<file path="config.mk">
export PLATFORM = sky130hd
export DESIGN_NAME = crlf_line_receiver
export DESIGN_NICKNAME = d
export VERILOG_FILES = /design/src/hw/rtl/crlf_pkg.sv /design/src/hw/rtl/crlf_ram.sv /design/src/hw/rtl/crlf_front.sv /design/src/hw/rtl/crlf_queue.sv /design/src/hw/rtl/crlf_back.sv /design/src/hw/rtl/crlf_line_receiver.sv
export SDC_FILE = /design/constraint.sdc
export NUM_CORES = 1
export LEC_CHECK = 0
export BUFFER_PORTS_ARGS = -buffer_cell sky130_fd_sc_hd__buf_2
export CORE_UTILIZATION = 48
export DETAILED_ROUTE_END_ITERATION = 8
export SLEW_MARGIN = 20
export SYNTH_ARGS = -nofsm -noshare
export SYNTH_HDL_FRONTEND = slang
export SYNTH_SLANG_ARGS = --single-unit
</file>
<file path="constraint.sdc">
create_clock -name clk -period 8.7 [get_ports clk]
set_input_delay 0.435 -clock clk [delete_from_list [all_inputs] [get_ports clk]]
set_output_delay 0.435 -clock clk [all_outputs]
set_load 0.03 [all_outputs]
</file>
<file path="src/hw/rtl/crlf_pkg.sv">
package crlf_pkg;

  localparam int BYTE_W = 8;
  localparam int IDX_W  = 7;
  localparam int LEN_W  = 7;
  localparam int FUNC_W = 2;

  localparam int S_TDATA_W = 16;
  localparam int M_TDATA_W = 24;

  localparam int Q_DEPTH = 4;
  localparam int Q_AW    = 2;
  localparam int Q_CW    = 3;

  localparam logic [BYTE_W-1:0] BYTE_CR = 8'h0d;
  localparam logic [BYTE_W-1:0] BYTE_LF = 8'h0a;

  typedef enum logic [FUNC_W-1:0] {
    FUNC_BYTE    = 2'd0,
    FUNC_READ    = 2'd1,
    FUNC_RELEASE = 2'd2
  } func_t;

  typedef struct packed {
    logic             line_done;
    logic             line_complete;
    logic             cr_seen;
    logic [LEN_W-1:0] line_length;
    logic             rd_ok;
  } out_meta_t;

  typedef struct packed {
    out_meta_t         meta;
    logic [BYTE_W-1:0] rdata;
  } q_entry_t;

endpackage

</file>
<file path="src/hw/rtl/crlf_ram.sv">
module crlf_ram #(
  parameter int WIDTH = 8,
  parameter int DEPTH = 128,
  localparam int AW = $clog2(DEPTH)
) (
  input  logic             clk,
  input  logic             we,
  input  logic [AW-1:0]    waddr,
  input  logic [WIDTH-1:0] wdata,
  input  logic [AW-1:0]    raddr,
  output logic [WIDTH-1:0] rdata
);

  logic [WIDTH-1:0] mem [DEPTH];

  always_ff @(posedge clk) begin
    if (we) begin
      mem[waddr] <= wdata;
    end
    rdata <= mem[raddr];
  end

endmodule

</file>
<file path="src/hw/rtl/crlf_front.sv">
module crlf_front #(
  parameter int DEPTH = 128,
  localparam int AW = $clog2(DEPTH)
) (
  input  logic                         clk,
  input  logic                         rst,
  input  logic                         s_tvalid,
  output logic                         s_tready,
  input  logic [crlf_pkg::S_TDATA_W-1:0] s_tdata,
  input  logic [crlf_pkg::FUNC_W-1:0]  s_tuser,
  input  logic [crlf_pkg::Q_CW-1:0]    q_level,
  output logic                         mem_we,
  output logic [AW-1:0]                mem_waddr,
  output logic [crlf_pkg::BYTE_W-1:0]  mem_wdata,
  output logic [AW-1:0]                mem_raddr,
  output logic                         s1_valid,
  output crlf_pkg::out_meta_t          s1_meta
);

  import crlf_pkg::*;

  logic              complete, complete_next;
  logic              cr, cr_next;
  logic [AW-1:0]     count, count_next;
  logic              pend_valid, pend_valid_next;
  logic [AW-1:0]     pend_idx;
  logic              accept;
  logic [BYTE_W-1:0] rx_byte;
  logic [IDX_W-1:0]  read_index;
  logic [AW:0]       count_plus;
  logic              wr_byte;
  logic              new_pend;
  logic              done;
  logic              is_read;
  logic              in_range;
  logic [AW+IDX_W-1:0] idx_wide;
  logic [AW+LEN_W-1:0] len_wide;

  assign accept     = s_tvalid && s_tready;
  assign rx_byte    = s_tdata[BYTE_W-1:0];
  assign read_index = s_tdata[BYTE_W+IDX_W-1:BYTE_W];
  assign s_tready   = ({1'b0, q_level} + (Q_CW+1)'(s1_valid)) < (Q_CW+1)'(Q_DEPTH);
  assign count_plus = (AW+1)'(count) + (AW+1)'(1);
  assign idx_wide   = {AW'(0), read_index};
  assign mem_raddr  = idx_wide[AW-1:0];
  assign in_range   = int'(read_index) < DEPTH;
  assign len_wide   = {LEN_W'(0), count_next};

  always_comb begin
    complete_next = complete;
    cr_next       = cr;
    count_next    = count;
    done          = 1'b0;
    wr_byte       = 1'b0;
    new_pend      = 1'b0;
    is_read       = 1'b0;
    if (accept) begin
      case (func_t'(s_tuser))
        FUNC_BYTE: begin
          if (!complete) begin
            if (cr) begin
              if (rx_byte != BYTE_LF) begin
                count_next    = '0;
                cr_next       = 1'b0;
                complete_next = 1'b0;
              end else begin
                complete_next = 1'b1;
                done          = 1'b1;
              end
            end else if (rx_byte == BYTE_CR) begin
              cr_next = 1'b1;
            end else begin
              wr_byte = 1'b1;
              if (count_plus == (AW+1)'(DEPTH)) begin
                count_next = '0;
              end else begin
                count_next = count_plus[AW-1:0];
                new_pend   = 1'b1;
              end
            end
          end
        end
        FUNC_READ: begin
          is_read = 1'b1;
        end
        FUNC_RELEASE: begin
          complete_next = 1'b0;
          cr_next       = 1'b0;
          count_next    = '0;
        end
        default: begin
        end
      endcase
    end
  end

  // data write wins the port; otherwise flush the pending terminator
  always_comb begin
    if (wr_byte) begin
      mem_we    = 1'b1;
      mem_waddr = count;
      mem_wdata = rx_byte;
    end else begin
      mem_we    = pend_valid;
      mem_waddr = pend_idx;
      mem_wdata = '0;
    end
    pend_valid_next = wr_byte ? new_pend : 1'b0;
  end

  always_ff @(posedge clk) begin
    if (rst) begin
      complete   <= 1'b0;
      cr         <= 1'b0;
      count      <= '0;
      pend_valid <= 1'b0;
      s1_valid   <= 1'b0;
    end else begin
      complete   <= complete_next;
      cr         <= cr_next;
      count      <= count_next;
      pend_valid <= pend_valid_next;
      s1_valid   <= accept;
    end
    if (wr_byte) begin
      pend_idx <= count_next;
    end
    if (accept) begin
      s1_meta.line_done     <= done;
      s1_meta.line_complete <= complete_next;
      s1_meta.cr_seen       <= cr_next;
      s1_meta.line_length   <= len_wide[LEN_W-1:0];
      s1_meta.rd_ok         <= is_read && in_range &&
                               !(pend_valid && mem_raddr == pend_idx);
    end
  end

endmodule

</file>
<file path="src/hw/rtl/crlf_queue.sv">
module crlf_queue (
  input  logic                       clk,
  input  logic                       rst,
  input  logic                       push,
  input  crlf_pkg::q_entry_t         push_entry,
  input  logic                       pop,
  output logic                       head_valid,
  output crlf_pkg::q_entry_t         head,
  output logic [crlf_pkg::Q_CW-1:0]  level
);

  import crlf_pkg::*;

  q_entry_t         slots [Q_DEPTH];
  logic [Q_AW-1:0]  wr_ptr;
  logic [Q_AW-1:0]  rd_ptr;
  logic [Q_CW-1:0]  count;
  logic             do_pop;

  assign head_valid = count != '0;
  assign head       = slots[rd_ptr];
  assign level      = count;
  assign do_pop     = pop && head_valid;

  always_ff @(posedge clk) begin
    if (rst) begin
      wr_ptr <= '0;
      rd_ptr <= '0;
      count  <= '0;
    end else begin
      if (push) begin
        wr_ptr <= wr_ptr + Q_AW'(1);
      end
      if (do_pop) begin
        rd_ptr <= rd_ptr + Q_AW'(1);
      end
      case ({push, do_pop})
        2'b10:   count <= count + Q_CW'(1);
        2'b01:   count <= count - Q_CW'(1);
        default: count <= count;
      endcase
    end
    if (push) begin
      slots[wr_ptr] <= push_entry;
    end
  end

endmodule

</file>
<file path="src/hw/rtl/crlf_back.sv">
module crlf_back (
  input  logic                           clk,
  input  logic                           rst,
  input  logic                           head_valid,
  input  crlf_pkg::q_entry_t             head,
  output logic                           pop,
  output logic                           m_tvalid,
  input  logic                           m_tready,
  output logic [crlf_pkg::M_TDATA_W-1:0] m_tdata
);

  import crlf_pkg::*;

  localparam int PAD_W = M_TDATA_W - (3 + LEN_W + BYTE_W);

  logic              load;
  logic [BYTE_W-1:0] read_data;

  assign load      = head_valid && (!m_tvalid || m_tready);
  assign pop       = load;
  assign read_data = head.meta.rd_ok ? head.rdata : '0;

  always_ff @(posedge clk) begin
    if (rst) begin
      m_tvalid <= 1'b0;
    end else if (load) begin
      m_tvalid <= 1'b1;
    end else if (m_tready) begin
      m_tvalid <= 1'b0;
    end
    if (load) begin
      m_tdata <= {PAD_W'(0), read_data, head.meta.line_length, head.meta.cr_seen,
                  head.meta.line_complete, head.meta.line_done};
    end
  end

endmodule

</file>
<file path="src/hw/rtl/crlf_line_receiver.sv">
// channel   dir  tdata (lowest bit up)                                   tuser
// s_axis    in   rx_byte[7:0] read_index[14:8] zero[15]                  func[1:0]
// m_axis    out  line_done[0] line_complete[1] cr_seen[2]                -
//                line_length[9:3] read_data[17:10] zero[23:18]
//
// One beat per cycle in while s_tready is high.
// Path: state update and buffer access at accept, registered buffer read, queue, output reg.
// Reset (synchronous): status flags and count clear; buffer contents stay undefined until written.
// s_tready drops only while m_axis stalls and the 4-entry result queue, together with
// the beat on its way into it, is full.
module crlf_line_receiver #(
  parameter int DEPTH = 128
) (
  input  logic                           clk,
  input  logic                           rst,
  input  logic                           s_tvalid,
  output logic                           s_tready,
  input  logic [crlf_pkg::S_TDATA_W-1:0] s_tdata,   // rx_byte, read_index
  input  logic [crlf_pkg::FUNC_W-1:0]    s_tuser,   // func
  output logic                           m_tvalid,
  input  logic                           m_tready,
  output logic [crlf_pkg::M_TDATA_W-1:0] m_tdata    // line_done, line_complete, cr_seen,
                                                    // line_length, read_data
);

  import crlf_pkg::*;

  localparam int AW = $clog2(DEPTH);

  logic              mem_we;
  logic [AW-1:0]     mem_waddr;
  logic [BYTE_W-1:0] mem_wdata;
  logic [AW-1:0]     mem_raddr;
  logic [BYTE_W-1:0] mem_rdata;
  logic              s1_valid;
  out_meta_t         s1_meta;
  q_entry_t          push_entry;
  logic [Q_CW-1:0]   q_level;
  logic              head_valid;
  q_entry_t          head;
  logic              pop;

  crlf_front #(
    .DEPTH(DEPTH)
  ) u_front (
    .clk       (clk),
    .rst       (rst),
    .s_tvalid  (s_tvalid),
    .s_tready  (s_tready),
    .s_tdata   (s_tdata),
    .s_tuser   (s_tuser),
    .q_level   (q_level),
    .mem_we    (mem_we),
    .mem_waddr (mem_waddr),
    .mem_wdata (mem_wdata),
    .mem_raddr (mem_raddr),
    .s1_valid  (s1_valid),
    .s1_meta   (s1_meta)
  );

  crlf_ram #(
    .WIDTH(BYTE_W),
    .DEPTH(DEPTH)
  ) u_line_ram (
    .clk   (clk),
    .we    (mem_we),
    .waddr (mem_waddr),
    .wdata (mem_wdata),
    .raddr (mem_raddr),
    .rdata (mem_rdata)
  );

  assign push_entry.meta  = s1_meta;
  assign push_entry.rdata = mem_rdata;

  crlf_queue u_queue (
    .clk        (clk),
    .rst        (rst),
    .push       (s1_valid),
    .push_entry (push_entry),
    .pop        (pop),
    .head_valid (head_valid),
    .head       (head),
    .level      (q_level)
  );

  crlf_back u_back (
    .clk        (clk),
    .rst        (rst),
    .head_valid (head_valid),
    .head       (head),
    .pop        (pop),
    .m_tvalid   (m_tvalid),
    .m_tready   (m_tready),
    .m_tdata    (m_tdata)
  );

endmodule

</file>
==> results.toml <==
[outcome]
run_status = "finished clean"

[route]
wl_per_cell_microns = 28.9
dr.pass1.iters = 5
drt_iter0_markers = 2496
drtAntennaViolNets = 0
num_vias = 21100
drt-total-wl_microns = 102000
viasPerCell = 6.00
drc_errors = 0

[floorplanning]
core-area_sq_um = 93700
dieArea_sq_um = 96200
start_util = 0.486
io_pins = 48
rows = 112
dieHeight_microns = 310
die_width_microns = 310

[clock_tree]
clk_latency_ps = 710
cts-root-buf = "clkbuf_16"
htree_levels = 3
cts_tree = "yes"
cts_num_sinks = 1165
cts_setup_buffers = 0
holdBufCountCts = 1
cts-buffers-inserted = 115
path_clk_slew_ps = 60
clockBufferDepth = 3
ctsResizeCount = 0

[logic_synthesis]
yosys.area.top_type = "edfxtp_1"
ys.flop_type = "edfxtp_1"
synth_area_sq_um = 45600
ys_ff_latch = 1165
syn_area_per_cell_sq_um = 22.0
yosysSeqAreaShare = 0.761
async_reset_ff_frac = 0
yosys-top-cells-area = "edfxtp_1, mux4_2, dfxtp_1"
yosysTopAreaCellShare = 0.748
yosysMostFrequentCell = "edfxtp_1"
ys_top_cells_by_count = "edfxtp_1, mux4_2, nor2_1"
syn-instance-count = 2072
synth_edf_count = 1136
yosys.cell_types.count = 49
ys_warn_count = 0

[critical_path]
start_kind = "flop"
cp_max_fo = 26
critPathArrivalTime_ps = 4700
critical_path_class = "flop to flop"
cp-end-kind = "flop"
cp.required_ps = 9020

[place]
dp_hpwl_microns = 61400
routabilityCongestion = 0.854
io_buffer_count = 40

[global_route]
grt.total_usage = 0.217
grt_pass1_wl_microns = 149000
grt_pass1_vias = 21300
grt-ovfl-total = 0
antenna_found_initial = 3
grt_start_max_net_pins = 145

[pwr]
finalPower_uw = 12100
ir_drop_v = 0.000190
p_per_area_nw_per_um2 = 237
p_seq_frac = 0.522
power_frac_comb = 0.074
internal_power_uw = 9440
leakage_uw = 0.0161
power.share.clock = 0.403
power.switching_uw = 2670
p_sw_frac = 0.220

[sta]
fin_skew_ps = 26.2
worst_pin_slew_ps = 1170
max_freq_mhz = 228
setup_viol = 0
finalSetupTns_ps = 0
hold_viol = 0
post-route-min-period_ps = 4390
finalMaxSlewViolations = 0
rsz0062_at_grt = "false"
fin_crit_sh = 0.504
slew_headroom = 0.220

[cells_and_area]
nets = 2201
n_fill_cell = 7022
layout-drive-gt1-share = 0.288
areaGrowthSynthToFinish_pct = 12.2

[min_path]
hold_path_class = "input port to flop"

[job]
cap_violations = 0
==> kinds of logic after synthesis <==
group,Yosys count,synth area share
flip-flops,1165,0.761
multiplexers,381,0.181
AND/OR/NAND/NOR,298,0.0304
buffers and inverters,133,0.0130
AO/OA/AOI/OAI,75,0.0101
XOR/XNOR,12,0.00230
adder cells (fa/ha/maj),7,0.00209
other,1,0.0000822
==> area by class of cell <==
cell class	instances	area, sq um	share of cell area
diodes	2	5.00	0.0000979
clock buffers	137	3060	0.0597
clock inverters	73	664	0.0130
inverters	16	60.1	0.00117
multi-input cells	779	10400	0.204
flip-flops and latches	1165	34700	0.678
well taps	1254	1570	0.0307
repair buffers	95	666	0.0130
==> worst paths after layout <==
path,to,start,cells past startpoint,slack [ps]
setup / recovery,u_line_ram.mem[75][7]$_DFFE_PP_,u_queue.level[2]$_SDFFE_PP0P_,7,4310
setup reg to reg,u_line_ram.mem[75][7]$_DFFE_PP_,u_queue.level[2]$_SDFFE_PP0P_,7,4310
hold reg to reg,u_queue.slots[2][2]$_DFFE_PP_,u_line_ram.rdata[2]$_DFF_P_,0,480
hold / removal,u_back.m_tvalid$_SDFFE_PP0P_,m_tready,4,50
==> metal layers <==
metal  GRT usage  routed length, microns  vias up
met5           0                       0        -
met4      0.0542                    2170        0
met3      0.0387                    5920      149
met2       0.341                   49000      772
li1            -                       -     8925
met1       0.317                   44600    11300
==> registers in the layout, summed over array words and instances, names as in the netlist, named ones only <==
register / count
u_back.m_tvalid: 1
u_line_ram.mem: 1024
u_queue.level: 3
u_front.pend_idx: 7
u_front.complete: 1
u_front.pend_valid: 1
u_back.m_tdata: 18
u_queue.rd_ptr: 2
u_queue.wr_ptr: 2
u_queue.slots: 76
u_front.s1_meta: 11
u_front.cr: 1
u_front.s1_valid: 1
u_line_ram.rdata: 8
u_front.count: 7
==> power groups by stage <==
stage / Clock, uW / Combinational, uW / Sequential (uW)
finish: 4880 / 900 / 6330
global route: 5170 / 965 / 6340
CTS: 4960 / 918 / 6330
detailed placement: 0 / 912 / 6450
global placement: 0 / 899 / 6440
floorplan: 0 / 541 / 6520
==> placed cells by master (no fill, tap or decap), types with 13 or more instances in the layout <==
cell type,count
clkbuf_1,17
buf_2,36
clkinv_1,26
nor3_1,39
dfxtp_1,29
inv_1,16
nor4_1,19
nand2_1,25
a21oi_1,33
nor2_1,148
edfxtp_1,1136
buf_4,54
clkinv_2,27
clkbuf_16,119
mux2_2,13
mux4_2,354
==> through the flow <==
step	hold WS [ps]	cells	setup WS (ps)	utilization	area (sq um)
after floorplan	438	2077	4880	-	45600
after global placement	448	3308	3750	0.505	47400
after detailed placement	468	3308	3760	0.506	47400
after CTS	2.20	3519	4160	0.545	51100
after global routing	31.3	3519	4210	0.545	51100
final	54.0	3521	4310	0.546	51100
==> worst max-delay path, cell delays in order, from the launching register on <==
cell and delay (ps):
dfxtp_1 340, nor2b_1 400, and4_1 900, nand2_1 150
inv_1 800, a31oi_1 350, buf_4 320, nor2_1 740
(Power assumes the default switching activity.)
